## config.mk

```make
export PLATFORM = sky130hd
export DESIGN_NAME = stick_to_ir_blob_report
export DESIGN_NICKNAME = d
export VERILOG_FILES = /design/src/stir_pkg.sv /design/src/stir_fifo.sv /design/src/stir_regs.sv /design/src/stir_front.sv /design/src/stir_back.sv /design/src/stick_to_ir_blob_report.sv
export SDC_FILE = /design/constraint.sdc
export NUM_CORES = 1
export LEC_CHECK = 0
export ABC_CLOCK_PERIOD_IN_PS = 6170
export BUFFER_PORTS_ARGS = -buffer_cell sky130_fd_sc_hd__buf_2
export CORE_MARGIN = 2
export CORE_UTILIZATION = 58
export DETAILED_ROUTE_END_ITERATION = 10
export PLACE_DENSITY = 0.8
export SYNTH_ARGS = -nofsm -noshare
export SYNTH_HDL_FRONTEND = slang
export SYNTH_SLANG_ARGS = --single-unit
export TNS_END_PERCENT = 100
```

## constraint.sdc

```tcl
create_clock -name clk -period 6.17 [get_ports clk]
set_input_delay 0.3085 -clock clk [delete_from_list [all_inputs] [get_ports clk]]
set_output_delay 0.3085 -clock clk [all_outputs]
set_load 0.005 [all_outputs]
```

## src/stir_pkg.sv

```systemverilog
`timescale 1ns / 1ps

package stir_pkg;

    // Reset position of the cursor, in pixels.
    localparam int unsigned CENTER_X_DEF = 512;
    localparam int unsigned CENTER_Y_DEF = 384;

    // Queue depths between the parts (powers of two, at least two).
    localparam int unsigned OP_DEPTH_DEF  = 2;
    localparam int unsigned OUT_DEPTH_DEF = 4;

    // Largest cursor position in eighth pixels.
    localparam logic [13:0] POS_MAX = 14'd8184;

    // Blob coordinate shown while the cursor is idle.
    localparam logic [9:0] POS_IDLE = 10'h3FF;

    // Request commands.
    localparam logic [1:0] CMD_MOVE   = 2'd0;
    localparam logic [1:0] CMD_REPORT = 2'd1;
    localparam logic [1:0] CMD_OFF    = 2'd2;
    localparam logic [1:0] CMD_INIT   = 2'd3;

    // Report layouts.
    localparam logic [1:0] MODE_BASIC = 2'd0;
    localparam logic [1:0] MODE_EXT   = 2'd1;
    localparam logic [1:0] MODE_FULL  = 2'd2;
    localparam logic [1:0] MODE_NONE  = 2'd3;

    // Configuration register indexes.
    localparam logic [2:0] REG_REPORT_MODE  = 3'd0;
    localparam logic [2:0] REG_SENSITIVITY  = 3'd1;
    localparam logic [2:0] REG_DEAD_RADIUS  = 3'd2;
    localparam logic [2:0] REG_STICK_ENABLE = 3'd3;
    localparam logic [2:0] REG_BLOB_OFFSET  = 3'd4;
    localparam logic [2:0] REG_IDLE_TIMEOUT = 3'd5;
    localparam logic [2:0] REG_BLOB_SIZE    = 3'd6;

    // Register reset values.
    localparam logic [1:0]  RST_REPORT_MODE  = MODE_BASIC;
    localparam logic [7:0]  RST_SENSITIVITY  = 8'd128;
    localparam logic [7:0]  RST_DEAD_RADIUS  = 8'd0;
    localparam logic        RST_STICK_ENABLE = 1'b1;
    localparam logic [8:0]  RST_BLOB_OFFSET  = 9'd64;
    localparam logic [15:0] RST_IDLE_TIMEOUT = 16'd1000;
    localparam logic [3:0]  RST_BLOB_SIZE    = 4'd1;

    typedef struct packed {
        logic [1:0] command;
        logic [7:0] stick_x_raw;
        logic [7:0] stick_y_raw;
        logic [7:0] stick_x_cal;
        logic [7:0] stick_y_cal;
    } in_item_t;

    typedef struct packed {
        logic [7:0] report_byte;
        logic       last_byte;
    } out_item_t;

    typedef struct packed {
        logic [1:0]  report_mode;
        logic [7:0]  sensitivity;
        logic [7:0]  dead_radius;
        logic        stick_enable;
        logic [8:0]  blob_offset;
        logic [15:0] idle_timeout;
        logic [3:0]  blob_size;
    } cfg_t;

    // Classified request handed from the front part to the back part.
    typedef struct packed {
        logic [1:0]        command;
        logic              deflect;
        logic signed [7:0] dx;
        logic signed [7:0] dy;
    } op_t;

    // Index of the final byte of a report in each layout.
    function automatic logic [5:0] last_index_f(input logic [1:0] mode);
        logic [5:0] n;
        begin
            case (mode)
                MODE_BASIC: n = 6'd9;
                MODE_EXT:   n = 6'd11;
                MODE_FULL:  n = 6'd35;
                default:    n = 6'd0;
            endcase
            return n;
        end
    endfunction

    // One report byte by layout and position.
    function automatic logic [7:0] report_byte_f(
        input logic [1:0] mode,
        input logic [5:0] idx,
        input logic [9:0] p0,
        input logic [9:0] p1,
        input logic [9:0] p2,
        input logic [9:0] p3,
        input logic [3:0] size
    );
        logic [7:0] b;
        logic [5:0] k;
        logic [9:0] px;
        logic [9:0] py;
        begin
            b  = 8'hFF;
            k  = 6'd0;
            px = p0;
            py = p1;
            case (mode)
                MODE_BASIC:
                begin
                    case (idx)
                        6'd0:    b = p0[7:0];
                        6'd1:    b = p1[7:0];
                        6'd2:    b = {p1[9:8], p0[9:8], p3[9:8], p2[9:8]};
                        6'd3:    b = p2[7:0];
                        6'd4:    b = p3[7:0];
                        default: b = 8'hFF;
                    endcase
                end
                MODE_EXT:
                begin
                    case (idx)
                        6'd0:       b = p0[7:0];
                        6'd1:       b = p1[7:0];
                        6'd2:       b = {p1[9:8], p0[9:8], size};
                        6'd3:       b = p2[7:0];
                        6'd4:       b = p3[7:0];
                        6'd5:       b = {p3[9:8], p2[9:8], size};
                        6'd8, 6'd11: b = 8'hF0;
                        default:    b = 8'hFF;
                    endcase
                end
                MODE_FULL:
                begin
                    if (idx < 6'd18)
                    begin
                        // Two visible blobs, nine bytes each.
                        k  = (idx >= 6'd9) ? idx - 6'd9 : idx;
                        px = (idx >= 6'd9) ? p2 : p0;
                        py = (idx >= 6'd9) ? p3 : p1;
                        case (k)
                            6'd0:             b = px[7:0];
                            6'd1:             b = py[7:0];
                            6'd2:             b = {py[9:8], px[9:8], size};
                            6'd3, 6'd5, 6'd7: b = 8'h00;
                            6'd4, 6'd6:       b = 8'h7F;
                            default:          b = 8'hFF;
                        endcase
                    end
                    else
                    begin
                        // Two empty blob slots.
                        k = (idx >= 6'd27) ? idx - 6'd27 : idx - 6'd18;
                        case (k)
                            6'd0, 6'd1, 6'd8: b = 8'hFF;
                            6'd2:             b = 8'hF0;
                            default:          b = 8'h00;
                        endcase
                    end
                end
                default: b = 8'hFF;
            endcase
            return b;
        end
    endfunction

endpackage

```

## src/stir_fifo.sv

```systemverilog
`timescale 1ns / 1ps

module stir_fifo #(
    parameter type         T     = logic,
    parameter int unsigned DEPTH = 2
) (
    input  logic clk,
    input  logic rst_n,
    input  logic wr_en,
    input  T     wr_data,
    output logic full,
    input  logic rd_en,
    output T     rd_data,
    output logic empty
);

    localparam int unsigned AW = $clog2(DEPTH);

    T mem [DEPTH];

    logic [AW-1:0] wr_ptr_reg;
    logic [AW-1:0] wr_ptr_next;
    logic [AW-1:0] rd_ptr_reg;
    logic [AW-1:0] rd_ptr_next;
    logic [AW:0]   count_reg;
    logic [AW:0]   count_next;
    logic          do_wr;
    logic          do_rd;

    // Status and oldest entry.
    assign full    = (count_reg == (AW+1)'(DEPTH));
    assign empty   = (count_reg == '0);
    assign rd_data = mem[rd_ptr_reg];
    assign do_wr   = wr_en && !full;
    assign do_rd   = rd_en && !empty;

    // Pointer and count updates.
    always_comb
    begin
        wr_ptr_next = do_wr ? wr_ptr_reg + 1'b1 : wr_ptr_reg;
        rd_ptr_next = do_rd ? rd_ptr_reg + 1'b1 : rd_ptr_reg;
        count_next  = count_reg;
        if (do_wr && !do_rd)
        begin
            count_next = count_reg + 1'b1;
        end
        else if (do_rd && !do_wr)
        begin
            count_next = count_reg - 1'b1;
        end
    end

    always_ff @(posedge clk or negedge rst_n)
    begin
        if (!rst_n)
        begin
            wr_ptr_reg <= '0;
            rd_ptr_reg <= '0;
            count_reg  <= '0;
        end
        else
        begin
            wr_ptr_reg <= wr_ptr_next;
            rd_ptr_reg <= rd_ptr_next;
            count_reg  <= count_next;
        end
    end

    // Storage.
    always_ff @(posedge clk)
    begin
        if (do_wr)
        begin
            mem[wr_ptr_reg] <= wr_data;
        end
    end

endmodule

```

## src/stir_regs.sv

```systemverilog
`timescale 1ns / 1ps

module stir_regs (
    input  logic          clk,
    input  logic          rst_n,
    input  logic          psel,
    input  logic          penable,
    input  logic          pwrite,
    input  logic [4:0]    paddr,
    input  logic [31:0]   pwdata,
    output logic [31:0]   prdata,
    output logic          pready,
    input  logic          mode_clr,
    output stir_pkg::cfg_t cfg
);

    import stir_pkg::*;

    cfg_t       cfg_reg;
    cfg_t       cfg_next;
    logic       wr_en;
    logic [2:0] index;

    assign pready = 1'b1;
    assign wr_en  = psel && penable && pwrite && pready;
    assign index  = paddr[4:2];
    assign cfg    = cfg_reg;

    // Register writes; reinitialize turns the no-report layout back to basic.
    always_comb
    begin
        cfg_next = cfg_reg;
        if (mode_clr && (cfg_reg.report_mode == MODE_NONE))
        begin
            cfg_next.report_mode = MODE_BASIC;
        end
        if (wr_en)
        begin
            case (index)
                REG_REPORT_MODE:  cfg_next.report_mode  = pwdata[1:0];
                REG_SENSITIVITY:  cfg_next.sensitivity  = pwdata[7:0];
                REG_DEAD_RADIUS:  cfg_next.dead_radius  = pwdata[7:0];
                REG_STICK_ENABLE: cfg_next.stick_enable = pwdata[0];
                REG_BLOB_OFFSET:  cfg_next.blob_offset  = pwdata[8:0];
                REG_IDLE_TIMEOUT: cfg_next.idle_timeout = pwdata[15:0];
                REG_BLOB_SIZE:    cfg_next.blob_size    = pwdata[3:0];
                default:          cfg_next = cfg_next;
            endcase
        end
    end

    always_ff @(posedge clk or negedge rst_n)
    begin
        if (!rst_n)
        begin
            cfg_reg.report_mode  <= RST_REPORT_MODE;
            cfg_reg.sensitivity  <= RST_SENSITIVITY;
            cfg_reg.dead_radius  <= RST_DEAD_RADIUS;
            cfg_reg.stick_enable <= RST_STICK_ENABLE;
            cfg_reg.blob_offset  <= RST_BLOB_OFFSET;
            cfg_reg.idle_timeout <= RST_IDLE_TIMEOUT;
            cfg_reg.blob_size    <= RST_BLOB_SIZE;
        end
        else
        begin
            cfg_reg <= cfg_next;
        end
    end

    // Read back.
    always_comb
    begin
        case (index)
            REG_REPORT_MODE:  prdata = {30'd0, cfg_reg.report_mode};
            REG_SENSITIVITY:  prdata = {24'd0, cfg_reg.sensitivity};
            REG_DEAD_RADIUS:  prdata = {24'd0, cfg_reg.dead_radius};
            REG_STICK_ENABLE: prdata = {31'd0, cfg_reg.stick_enable};
            REG_BLOB_OFFSET:  prdata = {23'd0, cfg_reg.blob_offset};
            REG_IDLE_TIMEOUT: prdata = {16'd0, cfg_reg.idle_timeout};
            REG_BLOB_SIZE:    prdata = {28'd0, cfg_reg.blob_size};
            default:          prdata = 32'd0;
        endcase
    end

endmodule

```

## src/stir_front.sv

```systemverilog
`timescale 1ns / 1ps

module stir_front (
    input  logic               clk,
    input  logic               rst_n,
    input  logic               push,
    input  stir_pkg::in_item_t request,
    output logic               full,
    input  stir_pkg::cfg_t     cfg,
    output logic               op_valid,
    output stir_pkg::op_t      op,
    input  logic               op_full
);

    import stir_pkg::*;

    logic               op_valid_reg;
    logic               op_valid_next;
    op_t                op_reg;
    op_t                op_next;
    logic               accept;
    logic signed [8:0]  rx;
    logic signed [8:0]  ry;
    logic signed [17:0] sqx;
    logic signed [17:0] sqy;
    logic [16:0]        dist_sq;
    logic [15:0]        r2;
    logic               dead;
    logic signed [8:0]  jx;
    logic signed [8:0]  jy;
    logic signed [7:0]  sx;
    logic signed [7:0]  sy;
    logic               deflect;

    // Deflection times sensitivity over 256, truncated toward zero.
    function automatic logic signed [7:0] scale_f(
        input logic signed [8:0] d,
        input logic [7:0]        sens
    );
        logic signed [17:0] prod;
        logic signed [17:0] adj;
        begin
            prod = 18'(d) * 18'($signed({1'b0, sens}));
            adj  = prod[17] ? prod + 18'sd255 : prod;
            return 8'(adj >>> 8);
        end
    endfunction

    assign accept   = push && !full;
    assign full     = op_valid_reg && op_full;
    assign op_valid = op_valid_reg;
    assign op       = op_reg;

    // Circular deadzone on the raw sample.
    always_comb
    begin
        rx      = $signed({1'b0, request.stick_x_raw}) - 9'sd128;
        ry      = $signed({1'b0, request.stick_y_raw}) - 9'sd128;
        sqx     = 18'(rx) * 18'(rx);
        sqy     = 18'(ry) * 18'(ry);
        dist_sq = {1'b0, sqx[15:0]} + {1'b0, sqy[15:0]};
        r2      = {8'd0, cfg.dead_radius} * {8'd0, cfg.dead_radius};
        dead    = dist_sq < {1'b0, r2};
    end

    // Scaled deflection of the calibrated sample.
    always_comb
    begin
        jx      = 9'sd128 - $signed({1'b0, request.stick_x_cal});
        jy      = 9'sd128 - $signed({1'b0, request.stick_y_cal});
        sx      = scale_f(jx, cfg.sensitivity);
        sy      = scale_f(jy, cfg.sensitivity);
        deflect = !dead && cfg.stick_enable && ((jx != 9'sd0) || (jy != 9'sd0));

        op_next.command = request.command;
        op_next.deflect = deflect;
        op_next.dx      = deflect ? sx : 8'sd0;
        op_next.dy      = deflect ? sy : 8'sd0;
    end

    // Output stage toward the operation queue.
    always_comb
    begin
        op_valid_next = op_valid_reg;
        if (accept)
        begin
            op_valid_next = 1'b1;
        end
        else if (op_valid_reg && !op_full)
        begin
            op_valid_next = 1'b0;
        end
    end

    always_ff @(posedge clk or negedge rst_n)
    begin
        if (!rst_n)
        begin
            op_valid_reg <= 1'b0;
        end
        else
        begin
            op_valid_reg <= op_valid_next;
        end
    end

    always_ff @(posedge clk)
    begin
        if (accept)
        begin
            op_reg <= op_next;
        end
    end

endmodule

```

## src/stir_back.sv

```systemverilog
`timescale 1ns / 1ps

module stir_back #(
    parameter int unsigned CENTER_X = stir_pkg::CENTER_X_DEF,
    parameter int unsigned CENTER_Y = stir_pkg::CENTER_Y_DEF
) (
    input  logic                clk,
    input  logic                rst_n,
    input  stir_pkg::cfg_t      cfg,
    input  logic                op_valid,
    input  stir_pkg::op_t       op,
    output logic                op_pop,
    output logic                mode_clr,
    output logic                out_push,
    output stir_pkg::out_item_t out_item,
    input  logic                out_full
);

    import stir_pkg::*;

    localparam logic [13:0] HOME_X = 14'(CENTER_X * 8);
    localparam logic [13:0] HOME_Y = 14'(CENTER_Y * 8);

    logic [13:0] cursor_x_reg;
    logic [13:0] cursor_x_next;
    logic [13:0] cursor_y_reg;
    logic [13:0] cursor_y_next;
    logic [16:0] ticks_reg;
    logic [16:0] ticks_next;
    logic        idle_reg;
    logic        idle_next;
    logic        busy_reg;
    logic        busy_next;
    logic [5:0]  idx_reg;
    logic [5:0]  idx_next;
    logic [1:0]  mode_reg;
    logic [9:0]  p0_reg;
    logic [9:0]  p1_reg;
    logic [9:0]  p2_reg;

    logic signed [14:0] sum_x;
    logic signed [14:0] sum_y;
    logic signed [14:0] lo_x;
    logic signed [14:0] hi_x;
    logic [13:0]        move_x;
    logic [13:0]        move_y;
    logic [16:0]        ticks_mid;
    logic               idle_mid;
    logic [9:0]         pos_x1;
    logic [9:0]         pos_x2;
    logic [9:0]         pos_y;
    logic               start;
    logic               last;

    assign op_pop   = op_valid && !busy_reg;
    assign mode_clr = op_pop && (op.command == CMD_INIT);
    assign start    = op_pop && (op.command == CMD_REPORT) && (cfg.report_mode != MODE_NONE);

    // Cursor step with clamping.
    always_comb
    begin
        sum_x = $signed({1'b0, cursor_x_reg}) + 15'(op.dx);
        sum_y = $signed({1'b0, cursor_y_reg}) + 15'(op.dy);
        lo_x  = $signed({6'd0, cfg.blob_offset});
        hi_x  = $signed({1'b0, POS_MAX}) - lo_x;
        if (sum_x < lo_x)
        begin
            move_x = 14'(lo_x);
        end
        else if (sum_x > hi_x)
        begin
            move_x = 14'(hi_x);
        end
        else
        begin
            move_x = 14'(sum_x);
        end
        if (sum_y < 15'sd0)
        begin
            move_y = 14'd0;
        end
        else if (sum_y > $signed({1'b0, POS_MAX}))
        begin
            move_y = POS_MAX;
        end
        else
        begin
            move_y = 14'(sum_y);
        end
    end

    // Cursor and idle state per command.
    always_comb
    begin
        cursor_x_next = cursor_x_reg;
        cursor_y_next = cursor_y_reg;
        ticks_next    = ticks_reg;
        idle_next     = idle_reg;
        ticks_mid     = op.deflect ? 17'd0 : ticks_reg;
        idle_mid      = op.deflect ? 1'b0 : idle_reg;
        if (op_pop)
        begin
            case (op.command)
                CMD_MOVE:
                begin
                    ticks_next = ticks_mid;
                    idle_next  = idle_mid;
                    if (!idle_mid)
                    begin
                        cursor_x_next = move_x;
                        cursor_y_next = move_y;
                        ticks_next    = ticks_mid + 17'd1;
                    end
                    if (ticks_next > {1'b0, cfg.idle_timeout})
                    begin
                        ticks_next = 17'd0;
                        idle_next  = 1'b1;
                    end
                end
                CMD_OFF:
                begin
                    idle_next = 1'b1;
                end
                CMD_INIT:
                begin
                    cursor_x_next = HOME_X;
                    cursor_y_next = HOME_Y;
                    ticks_next    = 17'd0;
                    idle_next     = 1'b1;
                end
                default:
                begin
                    idle_next = idle_reg;
                end
            endcase
        end
    end

    // Blob positions; the low ten bits wrap.
    always_comb
    begin
        pos_x1 = cursor_x_reg[12:3] + {1'b0, cfg.blob_offset};
        pos_x2 = cursor_x_reg[12:3] - {1'b0, cfg.blob_offset};
        pos_y  = cursor_y_reg[12:3];
        if (idle_reg)
        begin
            pos_x1 = POS_IDLE;
            pos_x2 = POS_IDLE;
            pos_y  = POS_IDLE;
        end
    end

    // Byte sequencer for a report burst.
    assign last              = (idx_reg == last_index_f(mode_reg));
    assign out_push          = busy_reg && !out_full;
    assign out_item.report_byte = report_byte_f(mode_reg, idx_reg, p0_reg, p1_reg,
                                                p2_reg, p1_reg, cfg.blob_size);
    assign out_item.last_byte = last;

    always_comb
    begin
        busy_next = busy_reg;
        idx_next  = idx_reg;
        if (start)
        begin
            busy_next = 1'b1;
            idx_next  = 6'd0;
        end
        else if (out_push)
        begin
            busy_next = !last;
            idx_next  = idx_reg + 6'd1;
        end
    end

    always_ff @(posedge clk or negedge rst_n)
    begin
        if (!rst_n)
        begin
            cursor_x_reg <= HOME_X;
            cursor_y_reg <= HOME_Y;
            ticks_reg    <= 17'd0;
            idle_reg     <= 1'b1;
            busy_reg     <= 1'b0;
            idx_reg      <= 6'd0;
        end
        else
        begin
            cursor_x_reg <= cursor_x_next;
            cursor_y_reg <= cursor_y_next;
            ticks_reg    <= ticks_next;
            idle_reg     <= idle_next;
            busy_reg     <= busy_next;
            idx_reg      <= idx_next;
        end
    end

    // Snapshot of the report contents.
    always_ff @(posedge clk)
    begin
        if (start)
        begin
            mode_reg <= cfg.report_mode;
            p0_reg   <= pos_x1;
            p1_reg   <= pos_y;
            p2_reg   <= pos_x2;
        end
    end

endmodule

```

## src/stick_to_ir_blob_report.sv

```systemverilog
`timescale 1ns / 1ps
// A report request passes the front output register and the operation queue; the
// back-end snapshot then feeds the result queue. Move, switch-off and reinitialize
// requests run one per cycle while no report is being sent and the queues have room;
// a report holds the sequencer, one byte per cycle while the result queue has room.
// Reset (rst_n, asynchronous, active low): cursor centered and idle, queues empty,
// registers at their defaults; no clearing pass, requests are taken right away.

module stick_to_ir_blob_report #(
    parameter int unsigned CENTER_X  = stir_pkg::CENTER_X_DEF,
    parameter int unsigned CENTER_Y  = stir_pkg::CENTER_Y_DEF,
    parameter int unsigned OP_DEPTH  = stir_pkg::OP_DEPTH_DEF,
    parameter int unsigned OUT_DEPTH = stir_pkg::OUT_DEPTH_DEF
) (
    input  logic                clk,
    input  logic                rst_n,
    input  logic                push,
    output logic                full,
    input  stir_pkg::in_item_t  request,
    output logic                empty,
    input  logic                pop,
    output stir_pkg::out_item_t result,
    input  logic                psel,
    input  logic                penable,
    input  logic                pwrite,
    input  logic [4:0]          paddr,
    input  logic [31:0]         pwdata,
    output logic [31:0]         prdata,
    output logic                pready
);

    import stir_pkg::*;

    cfg_t      cfg;
    logic      mode_clr;
    logic      front_valid;
    op_t       front_op;
    logic      op_full;
    logic      op_empty;
    op_t       back_op;
    logic      op_pop;
    logic      out_push;
    out_item_t out_item;
    logic      out_full;

    // Configuration registers.
    stir_regs u_regs (
        .clk      (clk),
        .rst_n    (rst_n),
        .psel     (psel),
        .penable  (penable),
        .pwrite   (pwrite),
        .paddr    (paddr),
        .pwdata   (pwdata),
        .prdata   (prdata),
        .pready   (pready),
        .mode_clr (mode_clr),
        .cfg      (cfg)
    );

    // Request classification.
    stir_front u_front (
        .clk      (clk),
        .rst_n    (rst_n),
        .push     (push),
        .request  (request),
        .full     (full),
        .cfg      (cfg),
        .op_valid (front_valid),
        .op       (front_op),
        .op_full  (op_full)
    );

    // Queue of classified requests.
    stir_fifo #(
        .T     (op_t),
        .DEPTH (OP_DEPTH)
    ) u_op_fifo (
        .clk     (clk),
        .rst_n   (rst_n),
        .wr_en   (front_valid),
        .wr_data (front_op),
        .full    (op_full),
        .rd_en   (op_pop),
        .rd_data (back_op),
        .empty   (op_empty)
    );

    // Cursor state and report sequencer.
    stir_back #(
        .CENTER_X (CENTER_X),
        .CENTER_Y (CENTER_Y)
    ) u_back (
        .clk      (clk),
        .rst_n    (rst_n),
        .cfg      (cfg),
        .op_valid (!op_empty),
        .op       (back_op),
        .op_pop   (op_pop),
        .mode_clr (mode_clr),
        .out_push (out_push),
        .out_item (out_item),
        .out_full (out_full)
    );

    // Result queue.
    stir_fifo #(
        .T     (out_item_t),
        .DEPTH (OUT_DEPTH)
    ) u_out_fifo (
        .clk     (clk),
        .rst_n   (rst_n),
        .wr_en   (out_push),
        .wr_data (out_item),
        .full    (out_full),
        .rd_en   (pop),
        .rd_data (result),
        .empty   (empty)
    );

endmodule
```

==> impl_results.md <==
- Status: finished with violations
- Failing checks: negative setup slack
- Hold Crit Endpoint: u_regs.cfg[12]$_DFFE_PN1P_
- Clock Sinks: 237
- Mapped Cells: 2973
- RR Endpoint: u_front.op[13]$_SDFFCE_PN0P_
- Hold slack: ~20 ps
- Largest register FFs: 48
- Critical path's top delay family: adder cells
- Fin cells: between 3000 and 4000
- Worst-margin pin slew: between 1000 and 1500 ps
- R2R Setup Slk: 130 ps
- TNS Setup: -4319 ps
- DR pass1 iterations: 6
- Site Rows: around 80
- Area contributors post-synth: fa_1 17%, ha_1 14%, edfxtp_1 13%, dfrtp_1 9.0%, inv_1 5.9%
- Worst skew pair latency: 560 ps
- Area growth, synth to finish: 14.67%
- Placed cell count: between 3000 and 4000
- Post-synth EDFFs: between 100 and 150
- CP Max Fanout: 4
- Req. time, crit path: about 6500 ps
- CP max-delay cell: fa_2
- Fmax: 154.9 MHz
- Max-Cap Viols: 0
- Clock Skews: roughly 32 ps
- HPWL Detailed: 54200 um
- Synth top area share: 17.46%
- Crit-path max cell delay: 580 ps
- Worst Hold Class: in2reg
- Finished Core Util: 67.78%
- CP startpoint kind: input port
- DRT antenna net count: 0
- Total grt overflow: 0
- DRC viols: 0
- Multi-input logic area: 19490 um^2
- TritonCTS buffer count: 24
- Final WS setup: -285.6 ps
- Gr usage total: 27.91%
- Die W: 222.3 um
- Ys Warns: 0
- Iteration-0 DRC Markers: 1349
- Setup violators final: 17
- Yosys top cell by area: fa_1
- Synthesized area per cell: 9.295 um^2
- Critical path buffer and inverter count: 6
- Tmin final: 6456 ps
- Clk buf depth: 3
- Sequential area share after synthesis: approximately a quarter
- Final Hold Vio Count: 0
- Largest net degree at the start of global routing: 65
- Die area: 49410 um^2
- Port Buffers: 86
- Routed via count: 22280
- CTS clk-pin slew, worst paths: 60 ps
- Unique masters post-synth: 84
- TritonCTS clock tree: built
- GPL Wtd Cong: 0.9431
- CTS Root Cell: clkbuf_16
- Worst Min Path Start: pwdata[8]
- Worst Hold Depth: 3
- Synth top cells by count: 437 x inv_1, 312 x ha_1, 274 x nand2_1
- Share of cells above drive strength 1: 16.55%
- FF+latch count, synth: 237
- CORE AREA: 46750 um^2
- Crit Path Category: in2reg
- Unrepaired setup endpoints after global routing: yes
- H-tree depth: 1
- First-pass GRT wire length: ~110000 um
- CP most frequent cell: inv_1
- Number of global-route vias before repair: roughly 23000
- Slew margin rel.: 24.18%
- FF-to-FF path depth: 26
- Most frequent cell after synthesis: inv_1
- FF+latch area: 6569 um^2
- Die H: 222.3 um
- Tcrit/Tclk final: 104.6%
- Worst R2R Start: u_regs.cfg[31]$_DFFE_PN0P_
- Initial Utilization: between 50% and 60%
- Ys flop type: edfxtp_1
- Initial antenna violation count: 2
- Total length of routed wires: between 60000 and 70000 um
- Filler Cells Inserted: 3519
- NumNets Final: 3863
- Final Max Tran Viols: 0
- Io pins: around 120
- Setup crit end kind: flop
- Ys async rst share: between 40% and 50%
- DR WL/cell: 17.58 um
- Vias/cell: 5.774
- CP arrival: 6740 ps
- Mapped Area: 27640 um^2
-- worst max-delay path by stage --
| stage | depth (start not counted) | slack (ps) | startpoint | endpoint |
|---|---|---|---|---|
| 3_3_place_gp | 31 | -910 | request[30] | u_front.op[0]$_SDFFCE_PN0P_ |
| 4_1_cts | 31 | -130 | request[26] | u_front.op[11]$_SDFFCE_PN0P_ |
| 3_5_place_dp | 31 | -1080 | request[30] | u_front.op[0]$_SDFFCE_PN0P_ |
| 6_report | 31 | -290 | request[31] | u_front.op[13]$_SDFFCE_PN0P_ |
| 2_1_floorplan | 33 | -440 | request[17] | u_front.op[5]$_SDFFCE_PN0P_ |
| 5_1_grt | 33 | -470 | request[30] | u_front.op[2]$_SDFFCE_PN0P_ |
-- per-layer routing --
metal  GRT usage (%)  up-vias  wire [um]
met3           3.769      120       4053
met5               0        -         13
li1                -    10490          -
met4           6.909        2       1482
met2           51.10      693      34680
met1           34.72    10970      27590
-- cell type report --
type | instances | area share, %
repair buffers | 321 | 7.454
diodes | 1 | 0.007896
multi-input cells | 2207 | 61.51
clock inverters | 14 | 0.4659
inverters | 441 | 5.279
flip-flops and latches | 237 | 20.73
well taps | 607 | 2.397
clock buffers | 30 | 2.164
-- cell usage in the layout (no fill, tap or decap), types with 14 or more instances in the layout --
cell type / instances
a211o_1: 15
a21o_1: 50
a21oi_1: 104
and2_1: 126
and3_1: 17
buf_2: 76
buf_4: 221
clkbuf_16: 27
conb_1: 17
dfrtp_1: 99
dfstp_2: 14
edfxtp_1: 124
fa_1: 237
ha_1: 298
inv_1: 419
inv_2: 15
mux2_2: 42
mux2i_1: 35
nand2_1: 272
nand2b_1: 29
nand3_1: 65
nand4_1: 16
nor2_1: 147
nor2b_1: 26
nor3_1: 53
o21a_1: 32
o21ai_0: 118
o21ai_1: 15
o21bai_1: 17
or2_2: 15
xnor2_1: 121
xor2_1: 62
-- worst register-to-register path, cell delays in order (launching register included) --
cell	delay [ps]
dfrtp_1	580
and2_1	260
fa_1	190
inv_1	50
fa_1	470
inv_1	40
ha_1	280
inv_1	60
fa_1	530
inv_1	40
ha_1	320
nor2b_1	140
o21ai_0	210
a21oi_1	110
o21ai_0	220
a21boi_0	130
o21ai_0	230
a21oi_1	140
o41ai_1	320
xnor2_1	120
ha_2	200
or4_4	430
a21oi_4	160
o32ai_4	120
nand3_4	160
clkbuf_16	190
nor2_2	50
-- repair_timing --
item,CTS,global route
hold buffers,10,0
hold endpoints to repair,54,0
setup buffers,11,2
pin swaps,18,27
setup endpoints to repair,17,17
gates cloned,1,1
resized for setup,71,44
-- metrics by stage --
step / worst slack, ps / cell area (um^2)
4_1_cts: -130.1 / 31490
2_1_floorplan: -440.1 / 27870
6_report: -285.6 / 31690
5_1_grt: -469.8 / 31690
3_5_place_dp: -1080 / 30160
3_3_place_gp: -913.1 / 30160
-- logic make-up after synthesis --
group,after synthesis,synth area share (%)
xor gates and xnor gates,184,5.831
other,2,0.02718
buffers and inverters,544,7.661
AOI/OAI and AO/OA,518,12.55
adders and majority gates,553,31.58
and+or+nand+nor,849,14.86
DFF,237,23.77
muxes,86,3.713
Power is not shown: default switching activity piles up to over one toggle a cycle in this logic, so the estimate is an artifact.
